$ cat src/sv/caldate_pkg.sv
// Types and constants shared by the calendar date counter modules.
// Depends on nothing.
`timescale 1ns / 1ps

package caldate_pkg;

  localparam logic [11:0] YEAR_LOW   = 12'd1900;
  localparam logic [11:0] YEAR_HIGH  = 12'd2100;
  localparam logic [11:0] YEAR_RESET = 12'd2021;
  localparam logic [3:0]  MONTH_LAST = 4'd12;
  localparam logic [3:0]  MONTH_FEB  = 4'd2;
  localparam logic [3:0]  MONTH_APR  = 4'd4;
  localparam logic [3:0]  MONTH_JUN  = 4'd6;
  localparam logic [3:0]  MONTH_SEP  = 4'd9;
  localparam logic [3:0]  MONTH_NOV  = 4'd11;
  localparam logic        KIND_SET   = 1'b0;
  localparam logic        KIND_ADV   = 1'b1;

  typedef struct packed {
    logic load_set;
    logic load_adv;
    logic step;
    logic publish;
  } caldate_cmd_t;

  typedef struct packed {
    logic cnt_zero;
    logic ovf;
  } caldate_sts_t;

  function automatic logic [4:0] days_in(input logic [3:0] month, input logic leap);
    logic [4:0] len;
    case (month)
      MONTH_FEB: begin
        len = leap ? 5'd29 : 5'd28;
      end
      MONTH_APR, MONTH_JUN, MONTH_SEP, MONTH_NOV: begin
        len = 5'd30;
      end
      default: begin
        len = 5'd31;
      end
    endcase
    return len;
  endfunction

endpackage

$ cat src/sv/caldate_ctrl.sv
// Controller of the calendar date counter: accepts items, sequences the day steps
// and hands results to the output register. Depends on caldate_pkg.
`timescale 1ns / 1ps

module caldate_ctrl
  import caldate_pkg::*;
(
  input  logic         clk,
  input  logic         rst_n,
  input  logic         in_tvalid,
  input  logic         in_kind,
  output logic         in_tready,
  input  logic         out_tready,
  output logic         out_tvalid,
  output caldate_cmd_t cmd,
  input  caldate_sts_t sts
);

  localparam logic S_IDLE = 1'b0;
  localparam logic S_RUN  = 1'b1;

  logic state_r, state_nxt;
  logic out_valid_r, out_valid_nxt;
  logic done;
  logic out_free;

  assign done     = sts.cnt_zero || sts.ovf;
  assign out_free = !out_valid_r || out_tready;

  always_comb begin
    state_nxt   = state_r;
    cmd         = '0;
    in_tready   = 1'b0;
    case (state_r)
      S_IDLE: begin
        in_tready = 1'b1;
        if (in_tvalid) begin
          cmd.load_set = (in_kind == KIND_SET);
          cmd.load_adv = (in_kind == KIND_ADV);
          state_nxt    = S_RUN;
        end
      end
      S_RUN: begin
        if (!done) begin
          cmd.step = 1'b1;
        end else if (out_free) begin
          cmd.publish = 1'b1;
          state_nxt   = S_IDLE;
        end
      end
      default: begin
        state_nxt = S_IDLE;
      end
    endcase
  end

  always_comb begin
    if (cmd.publish) begin
      out_valid_nxt = 1'b1;
    end else if (out_tready) begin
      out_valid_nxt = 1'b0;
    end else begin
      out_valid_nxt = out_valid_r;
    end
  end

  assign out_tvalid = out_valid_r;

  always_ff @(posedge clk) begin
    if (!rst_n) begin
      state_r     <= S_IDLE;
      out_valid_r <= 1'b0;
    end else begin
      state_r     <= state_nxt;
      out_valid_r <= out_valid_nxt;
    end
  end

endmodule

$ cat src/sv/caldate_dp.sv
// Datapath of the calendar date counter: date registers, day stepping, set
// validation, leap tracking and the result register. Depends on caldate_pkg.
`timescale 1ns / 1ps

module caldate_dp
  import caldate_pkg::*;
#(
  parameter int YEAR_WIDTH  = 12,
  parameter int COUNT_WIDTH = 16
) (
  input  logic                  clk,
  input  logic                  rst_n,
  input  caldate_cmd_t          cmd,
  output caldate_sts_t          sts,
  input  logic [5:0]            day_in,
  input  logic [3:0]            month_in,
  input  logic [11:0]           year_in,
  input  logic [15:0]           advance_days,
  output logic [4:0]            day_out,
  output logic [3:0]            month_out,
  output logic [YEAR_WIDTH-1:0] year_out,
  output logic                  leap_year,
  output logic                  overflow
);

  localparam int CNT_EXT = (COUNT_WIDTH > 16) ? COUNT_WIDTH : 16;
  localparam logic [YEAR_WIDTH-1:0] YEAR_MAX = {YEAR_WIDTH{1'b1}};

  logic [4:0]             day_r, day_nxt;
  logic [3:0]             month_r, month_nxt;
  logic [YEAR_WIDTH-1:0]  year_r, year_nxt;
  logic [6:0]             mod100_r, mod100_nxt;
  logic [8:0]             mod400_r, mod400_nxt;
  logic [COUNT_WIDTH-1:0] cnt_r, cnt_nxt;
  logic                   ovf_r, ovf_nxt;

  logic                   leap_cur;
  logic [4:0]             len_cur;

  logic [3:0]             set_month;
  logic [11:0]            set_year;
  logic                   set_leap;
  logic [4:0]             set_len;
  logic [4:0]             set_day;
  logic [7:0]             set_off;
  logic [6:0]             set_mod100;
  logic [8:0]             set_mod400;
  logic [CNT_EXT-1:0]     adv_ext;

  assign leap_cur = (year_r[1:0] == 2'd0) && ((mod100_r != 7'd0) || (mod400_r == 9'd0));
  assign len_cur  = days_in(month_r, leap_cur);

  assign set_month = ((month_in == 4'd0) || (month_in > MONTH_LAST)) ? 4'd1 : month_in;
  assign set_year  = ((year_in < YEAR_LOW) || (year_in > YEAR_HIGH)) ? YEAR_RESET : year_in;
  assign set_leap  = (set_year[1:0] == 2'd0) && (set_year != YEAR_LOW) &&
                     (set_year != YEAR_HIGH);
  assign set_len   = days_in(set_month, set_leap);
  assign set_day   = ((day_in == 6'd0) || (day_in > {1'b0, set_len})) ? 5'd1 : day_in[4:0];
  assign set_off   = 8'(set_year - YEAR_LOW);

  always_comb begin
    if (set_off >= 8'd200) begin
      set_mod100 = 7'(set_off - 8'd200);
    end else if (set_off >= 8'd100) begin
      set_mod100 = 7'(set_off - 8'd100);
    end else begin
      set_mod100 = set_off[6:0];
    end
    if (set_off >= 8'd100) begin
      set_mod400 = 9'({1'b0, set_off} - 9'd100);
    end else begin
      set_mod400 = {1'b0, set_off} + 9'd300;
    end
  end

  assign adv_ext = CNT_EXT'(advance_days);

  always_comb begin
    day_nxt    = day_r;
    month_nxt  = month_r;
    year_nxt   = year_r;
    mod100_nxt = mod100_r;
    mod400_nxt = mod400_r;
    cnt_nxt    = cnt_r;
    ovf_nxt    = ovf_r;
    if (cmd.load_set) begin
      day_nxt    = set_day;
      month_nxt  = set_month;
      year_nxt   = YEAR_WIDTH'(set_year);
      mod100_nxt = set_mod100;
      mod400_nxt = set_mod400;
      cnt_nxt    = '0;
      ovf_nxt    = 1'b0;
    end else if (cmd.load_adv) begin
      cnt_nxt = adv_ext[COUNT_WIDTH-1:0];
      ovf_nxt = 1'b0;
    end else if (cmd.step) begin
      if (day_r < len_cur) begin
        day_nxt = day_r + 5'd1;
        cnt_nxt = cnt_r - COUNT_WIDTH'(1);
      end else if (month_r < MONTH_LAST) begin
        month_nxt = month_r + 4'd1;
        day_nxt   = 5'd1;
        cnt_nxt   = cnt_r - COUNT_WIDTH'(1);
      end else if (year_r != YEAR_MAX) begin
        year_nxt   = year_r + YEAR_WIDTH'(1);
        month_nxt  = 4'd1;
        day_nxt    = 5'd1;
        mod100_nxt = (mod100_r == 7'd99) ? 7'd0 : mod100_r + 7'd1;
        mod400_nxt = (mod400_r == 9'd399) ? 9'd0 : mod400_r + 9'd1;
        cnt_nxt    = cnt_r - COUNT_WIDTH'(1);
      end else begin
        ovf_nxt = 1'b1;
      end
    end
  end

  assign sts.cnt_zero = (cnt_r == '0);
  assign sts.ovf      = ovf_r;

  always_ff @(posedge clk) begin
    if (!rst_n) begin
      day_r    <= 5'd1;
      month_r  <= 4'd1;
      year_r   <= YEAR_WIDTH'(YEAR_RESET);
      mod100_r <= 7'd21;
      mod400_r <= 9'd21;
      cnt_r    <= '0;
      ovf_r    <= 1'b0;
    end else begin
      day_r    <= day_nxt;
      month_r  <= month_nxt;
      year_r   <= year_nxt;
      mod100_r <= mod100_nxt;
      mod400_r <= mod400_nxt;
      cnt_r    <= cnt_nxt;
      ovf_r    <= ovf_nxt;
    end
  end

  always_ff @(posedge clk) begin
    if (cmd.publish) begin
      day_out   <= day_r;
      month_out <= month_r;
      year_out  <= year_r;
      leap_year <= leap_cur;
      overflow  <= ovf_r;
    end
  end

endmodule

$ cat src/sv/calendar_date_counter_top.sv
// Calendar date counter top level: joins the controller and the datapath.
// Sequence: a set loads the checked date from the transfer; an advance of N days steps
// the date one day per cycle in the day stepping loop of the datapath until N days are
// done or the year overflows. Each result is published once the output register is free.
// Flow: one item is processed at a time; the next transfer is taken while a result waits.
// Reset: synchronous, active low; the date becomes January 1, 2021 and no result is held.
`timescale 1ns / 1ps

module calendar_date_counter_top
  import caldate_pkg::*;
#(
  parameter int YEAR_WIDTH  = 12,
  parameter int COUNT_WIDTH = 16
) (
  input  logic                                clk,
  input  logic                                rst_n,
  input  logic                                in_tvalid,
  output logic                                in_tready,
  // day_in[5:0], month_in[9:6], year_in[21:10], advance_days[37:22], zero fill.
  input  logic [39:0]                         in_tdata,
  // kind.
  input  logic                                in_tuser,
  output logic                                out_tvalid,
  input  logic                                out_tready,
  // day_out, month_out, year_out, leap_year, overflow, zero fill.
  output logic [((YEAR_WIDTH + 18) / 8) * 8 - 1:0] out_tdata
);

  localparam int OUT_W = ((YEAR_WIDTH + 18) / 8) * 8;

  caldate_cmd_t          cmd;
  caldate_sts_t          sts;
  logic [4:0]            day_out;
  logic [3:0]            month_out;
  logic [YEAR_WIDTH-1:0] year_out;
  logic                  leap_year;
  logic                  overflow;

  caldate_ctrl u_ctrl (
    .clk        (clk),
    .rst_n      (rst_n),
    .in_tvalid  (in_tvalid),
    .in_kind    (in_tuser),
    .in_tready  (in_tready),
    .out_tready (out_tready),
    .out_tvalid (out_tvalid),
    .cmd        (cmd),
    .sts        (sts)
  );

  caldate_dp #(
    .YEAR_WIDTH  (YEAR_WIDTH),
    .COUNT_WIDTH (COUNT_WIDTH)
  ) u_dp (
    .clk          (clk),
    .rst_n        (rst_n),
    .cmd          (cmd),
    .sts          (sts),
    .day_in       (in_tdata[5:0]),
    .month_in     (in_tdata[9:6]),
    .year_in      (in_tdata[21:10]),
    .advance_days (in_tdata[37:22]),
    .day_out      (day_out),
    .month_out    (month_out),
    .year_out     (year_out),
    .leap_year    (leap_year),
    .overflow     (overflow)
  );

  assign out_tdata = OUT_W'({overflow, leap_year, year_out, month_out, day_out});

endmodule

$ cat config.mk
export PLATFORM = sky130hd
export DESIGN_NAME = calendar_date_counter_top
export DESIGN_NICKNAME = d
export VERILOG_FILES = /design/src/sv/caldate_pkg.sv /design/src/sv/caldate_ctrl.sv /design/src/sv/caldate_dp.sv /design/src/sv/calendar_date_counter_top.sv
export SDC_FILE = /design/constraint.sdc
export NUM_CORES = 1
export LEC_CHECK = 0
export ABC_AREA = 1
export BUFFER_PORTS_ARGS = -buffer_cell sky130_fd_sc_hd__buf_2
export CORE_UTILIZATION = 30
export CTS_BUF_LIST = sky130_fd_sc_hd__clkbuf_4 sky130_fd_sc_hd__clkbuf_8
export DETAILED_ROUTE_END_ITERATION = 12
export SYNTH_ARGS = -nofsm -noshare
export SYNTH_HDL_FRONTEND = slang
export SYNTH_SLANG_ARGS = --single-unit
$ cat constraint.sdc
create_clock -name clk -period 3.9 [get_ports clk]
set_input_delay 0.975 -clock clk [delete_from_list [all_inputs] [get_ports clk]]
set_output_delay 0.975 -clock clk [all_outputs]
set_load 0.02 [all_outputs]
== After elaboration in Yosys (flattened, before gate mapping) ==
Index checks and enable logic that the tools add are counted.
Storage, ports and cells
  register bits after elaboration: 79
  input port bits: 45
  output and inout bits: 26
  logic and storage cells: 150
Cells by class
  add/subtract/negate cells: 11
  $lt $le $gt $ge: 8
  eq/ne operators: 18
  mux-type cells: 60
  bitwise operators: 6
  reduce and logical (&&, ||, !) cells: 33
Operators with widths (number)
  12-bit 2-to-1 mux: 7
  16-bit 2-to-1 mux: 5
  9-bit 2-to-1 mux: 8
  7-bit 2-to-1 mux: 9
  5-bit 2-to-1 mux: 7
  4-bit 2-to-1 mux: 7
  12-bit inequality test, second input constant: 2
  5-bit case mux with 2 select lines: 2
  4-bit by 3-bit == test with 1-bit output, second input constant: 4
  4-bit == test, second input constant: 4
  16-bit logical NOT: 1
  16-bit by 1-bit subtractor with 16-bit output, second input constant: 1
  7-bit subtractor, second input constant: 2
  12-bit by 1-bit adder with 12-bit output, second input constant: 1
  12-bit greater-than comparator, second input constant: 1
  12-bit by 11-bit less-than comparator with 1-bit output, second input constant: 1
  12-bit by 11-bit inequality test with 1-bit output, second input constant: 1
  1-bit 2-to-1 mux: 11
  8-bit by 9-bit adder with 9-bit output, second input constant: 1
  9-bit by 1-bit adder with 9-bit output, second input constant: 1
  9-bit == test, second input constant: 1
  9-bit logical NOT: 1
  8-bit by 7-bit subtractor with 9-bit output, second input constant: 1
  4-bit by 2-bit == test with 1-bit output, second input constant: 2
  other kinds (33): 55

== Depth between registers and ports, before layout ==
  depth after elaboration: 12
  mapped depth: 27
  gate-level depth less buffers: 26

== By module ==
A second synthesis with hierarchy kept.
Second synthesis, totals
  cells, all modules: 686
  area, all modules: 5008.6 um^2
Modules (own cells, without submodules)
  caldate_dp: times used 1, cells each 660, area an instance 4853.4 um^2, sequential area each 1771.7 um^2
  caldate_ctrl: times used 1, cells each 22, area an instance 128.9 um^2, sequential area each 40.0 um^2
  calendar_date_counter_top: times used 1, cells each 4, area an instance 26.3 um^2, sequential area each 0.0 um^2

== Least setup slack after synthesis ==
OpenSTA, ideal clock, no wires.
  path kind: input -> register
  from: input port in_tdata[17]
  to: register u_dp.day_r[2]
  setup time: 0.113 ns
  arrival time: 3.475 ns
  required time: 3.787 ns
  path slack: 0.312 ns
  stages on the path: 20
  buffers on the path: 1
  path through: inv_1 nand3_1 nor2_1 nand2_1 nand2_2 buf_6 inv_1 nor2_1 inv_1 ha_1 nand4_1 o2111ai_1 a211oi_1 ha_1 a21oi_1 o2111ai_1 o311ai_0 o22ai_1 o21ai_1 nor2_1
On the way
  word-level cells in the longest chain between the ends: 12
  elaborated cells between the ends (all ways): 15
  classes of those cells: order compare: 3; eq/ne: 2; mux: 5; reduce/logical: 5
Ends and longest elaborated chain
  start: declaration: RTL line calendar_date_counter_top.sv:20  | input logic [39:0] in_tdata,
  12-bit by 11-bit less-than comparator with 1-bit output / 12-bit greater-than comparator (equally long branches): RTL line caldate_dp.sv:54  | assign set_year = ((year_in < YEAR_LOW) || (year_in > YEAR_HIGH)) ? YEAR_RESET : year_in;
  1-bit logical OR: RTL line caldate_dp.sv:54
  12-bit 2-to-1 mux (*): RTL line caldate_dp.sv:54
  12-bit by 11-bit inequality test with 1-bit output / 2-bit logical NOT (equally long branches): RTL line caldate_dp.sv:55  | assign set_leap = (set_year[1:0] == 2'd0) && (set_year != YEAR_LOW) &&
  1-bit logical AND: RTL line caldate_dp.sv:55
  1-bit logical AND (*): RTL line caldate_dp.sv:55
  1-bit 2-to-1 mux (*): RTL line caldate_pkg.sv:35  | len = leap ? 5'd29 : 5'd28;
  5-bit case mux with 2 select lines (*): RTL line caldate_pkg.sv:33  | case (month)
  6-bit by 5-bit greater-than comparator with 1-bit output (*): RTL line caldate_dp.sv:58  | assign set_day = ((day_in == 6'd0) || (day_in > {1'b0, set_len})) ? 5'd1 : day_in[4:0];
  1-bit logical OR (*): RTL line caldate_dp.sv:58
  5-bit 2-to-1 mux (*): RTL line caldate_dp.sv:58
  5-bit 2-to-1 mux (*): RTL line caldate_dp.sv:86  | if (cmd.load_set) begin
  end signal: assignment: RTL line caldate_dp.sv:131  | day_r <= day_nxt;
  end: declaration: RTL line caldate_dp.sv:29  | logic [4:0] day_r, day_nxt;
Mark *: on every way between the ends. The rest lies on a longest branch, timed or not.
A chain may end at the register's enable or synchronous reset.

== Final worst setup path ==
  from: input port in_tdata[18]
  to: register u_dp.day_r[4]
The elaborated chain is that of the path after synthesis.

==> results.sh <==
export IMPL_start_util=0.3085
export IMPL_die_w_um=132.8
export IMPL_critPathKind="input port to flip-flop"
export IMPL_layout_commonest_cell="nand2_1"
export IMPL_drt_iter0_markers=296
export IMPL_worstMarginPinSlew_ns=0.8662
export IMPL_final_max_slew_viol_count=0
export IMPL_root_buffer="clkbuf_8"
export IMPL_cts_tree="built"
export IMPL_coreArea_um2=16640
export IMPL_dpl_cell_count=1000
export IMPL_syn_area_per_cell_um2=7.210
export IMPL_dp_worst_setup_slack_ns=-0.07428
export IMPL_reg2reg_setup_slack_ns=1.18
export IMPL_die_y_um=132.8
export IMPL_placementRows=47
export IMPL_port_buffer_count=67
export IMPL_synthToLayoutAreaGrowth_pct=17.43
export IMPL_cp_start_kind="input port"
export IMPL_synth_flop_cell="dfxtp_1"
export IMPL_post_route_util=0.3622
export IMPL_wl_um=12390
export IMPL_antenna_found_initial=0
export IMPL_synth_top_area_share=0.2184
export IMPL_clock_fmax_mhz=280.1
export IMPL_cts_resized=0
export IMPL_dp_hpwl_um=9273
export IMPL_ir_worst_vdd_mv=0.2303
export IMPL_cp_required_ns=4.16
export IMPL_h_tree_depth=3
export IMPL_num_nets_final=861
export IMPL_dieArea_um2=17640
export IMPL_hold_path_class="flip-flop to flip-flop"
export IMPL_routabilityCongestion=0.8530
export IMPL_routedWlPerCell_um=12.20
export IMPL_setup_viol=0
export IMPL_grt_pass1_vias=4313
export IMPL_grt_pass1_wl_um=20890
export IMPL_critPathMaxFanout=5
export IMPL_fillers=1779
export IMPL_drive_gt1_frac=0.1935
export IMPL_async_flop_share=0
export IMPL_synthTopCellsByArea="dfxtp_1 22%, edfxtp_1 13%, nand2_1 10%"
export IMPL_critPathArrivalTime_ns=3.83
export IMPL_viasPerCell=4.656
export IMPL_synthesis_area_um2=5134
export IMPL_clkLatencyLatePin_ns=0.36
export IMPL_path_clk_slew_ns=0.08
export IMPL_cellLeakagePower_uw=0.002726
export IMPL_postCtsSetupRepairBufs=0
export IMPL_synthCells=712
export IMPL_max_cap_violations=0
export IMPL_via_count=4730
export IMPL_synth_area_leader_cell="dfxtp_1"
export IMPL_rsz0062_at_grt="false"
export IMPL_synth_nets=782
export IMPL_cts_buffer_depth=2
export IMPL_grt_use_total=0.1470
export IMPL_synth_seq_cells=79
export IMPL_ioPinCount=71
export IMPL_yosysWarningCount=0
export IMPL_ctsHoldBuffers=0
export IMPL_synth_edf_count=23
export IMPL_drc=0
export IMPL_holdWs_ns=0.4386
export IMPL_relSlewSlack=0.4152
export IMPL_status="completed"
export IMPL_end_kind="flip-flop"
export IMPL_power_density_nw_per_um2=352.7
export IMPL_min_period_over_period=0.9155
export IMPL_min_period_ns=3.570
export IMPL_mostFrequentLayoutCells="137 x nand2_1, 88 x inv_1, 67 x buf_2"
export IMPL_yosysUniqueCellTypes=48
export IMPL_instances_no_fill=1016
export IMPL_diodes=0
export IMPL_ant_nets=0
export IMPL_yosysSeqAreaShare=0.3529
export IMPL_fin_skew_ns=0.01102
export IMPL_cts_made_buffers=9
export IMPL_first_pass_iters=4
export IMPL_grt_overflow=0
export IMPL_hold_viol=0
export IMPL_grt_max_degree=34
export IMPL_cts_sinks=79
export IMPL_setup_slack_ns=0.3295
## through the flow
stage | instance area [um2] | total power (uW) | TNS [ns]
finish | 6028 | 2126 | 0
global route | 6028 | 2269 | 0
CTS | 6028 | 2156 | 0
detailed placement | 5786 | 1404 | -0.2406
global placement | 5786 | 1398 | -0.009364
floorplan | 5134 | 1286 | 0
## final cells by class
| type | count | area (um2) | share of cell area |
|---|---|---|---|
| clock buffers | 9 | 123.9 | 0.02055 |
| clock inverters | 7 | 118.9 | 0.01972 |
| inverters | 99 | 371.6 | 0.06164 |
| multi-input cells | 512 | 2819 | 0.4676 |
| flip-flops and latches | 79 | 1812 | 0.3005 |
| well taps | 220 | 275.3 | 0.04566 |
| repair buffers | 90 | 508.0 | 0.08427 |
## synthesized netlist by cell type, types with 3 or more instances
cell      count
a21oi_2       4
nor3_1       13
edfxtp_1     23
dfxtp_1      56
inv_2        10
inv_1        88
a21oi_1      40
a31oi_1      15
nor2_1       65
nand4_1       3
clkbuf_1     10
o22ai_1       7
o211ai_1     11
xor2_1       13
o21ai_1      13
nor2_2        3
buf_2         4
nand2_1     137
ha_1         25
nand3_1      53
buf_6         3
nand2_4       6
nand3_2       3
nand2_2      12
xnor2_1       9
o21ai_0      56
buf_4         4
## worst max-delay path: stages
cell and delay [ns]:
buf_2 0.10, nor2_1 0.09, nand3_1 0.07, nor2_1 0.11, nand2_1 0.09, nand2_2 0.09, inv_1 0.06, nor2_1 0.12
inv_1 0.11, ha_1 0.22, nand4_1 0.09, o2111ai_1 0.16, a211oi_1 0.36, ha_1 0.31, a21oi_1 0.14, o2111ai_1 0.11
o311ai_0 0.24, o22ai_1 0.16, o21ai_1 0.16, nor2_1 0.06
## state kept, by name, summed over array words and instances, names as in the netlist, 4 cells and up
| name | cells |
|---|---|
| u_dp.year_out | 12 |
| u_dp.day_r | 5 |
| u_dp.year_r | 12 |
| u_dp.mod100_r | 7 |
| u_dp.month_out | 4 |
| u_dp.month_r | 4 |
| u_dp.day_out | 5 |
| u_dp.cnt_r | 16 |
| u_dp.mod400_r | 9 |
## path summary, 6_finish.rpt
| path | from | to | cells after the start |
|---|---|---|---|
| setup / recovery | in_tdata[18] | u_dp.day_r[4]$_SDFFE_PN0P_ | 20 |
| hold / removal | u_dp.ovf_r$_SDFFE_PP0P_ | u_dp.overflow$_DFFE_PP_ | 0 |
| setup reg to reg | u_dp.month_r[0]$_SDFFE_PN1P_ | u_dp.year_r[4]$_SDFFE_PN0P_ | 14 |
| hold reg to reg | u_dp.ovf_r$_SDFFE_PP0P_ | u_dp.overflow$_DFFE_PP_ | 0 |
## per-layer routing
| layer | up-vias | global-route usage | wire length [um] |
|---|---|---|---|
| li1 | 2523 | - | - |
| met1 | 2106 | 0.1971 | 6252 |
| met5 | - | 0 | 0 |
| met3 | 4 | 0.03678 | 529 |
| met2 | 97 | 0.2356 | 5551 |
| met4 | 0 | 0.03512 | 59 |
## logic make-up (layout without fill, tap and decap cells)
family	count (synthesis)	in the layout	share of synthesized area
other	1	1	0.0007305
DFF	79	79	0.3529
AOI/OAI and AO/OA	157	157	0.1745
and+or+nand+nor	307	307	0.2744
xor gates and xnor gates	22	22	0.03753
buffers and inverters	121	205	0.09895
adders and majority gates	25	25	0.06093
## power breakdown
group,total (uW),switching [uW],internal [uW]
sequential,947,50.6,897
combinational,438,273,165
clock,741,314,427
total,2130,637,1490
Note: power is estimated with default switching activity, not from simulation.
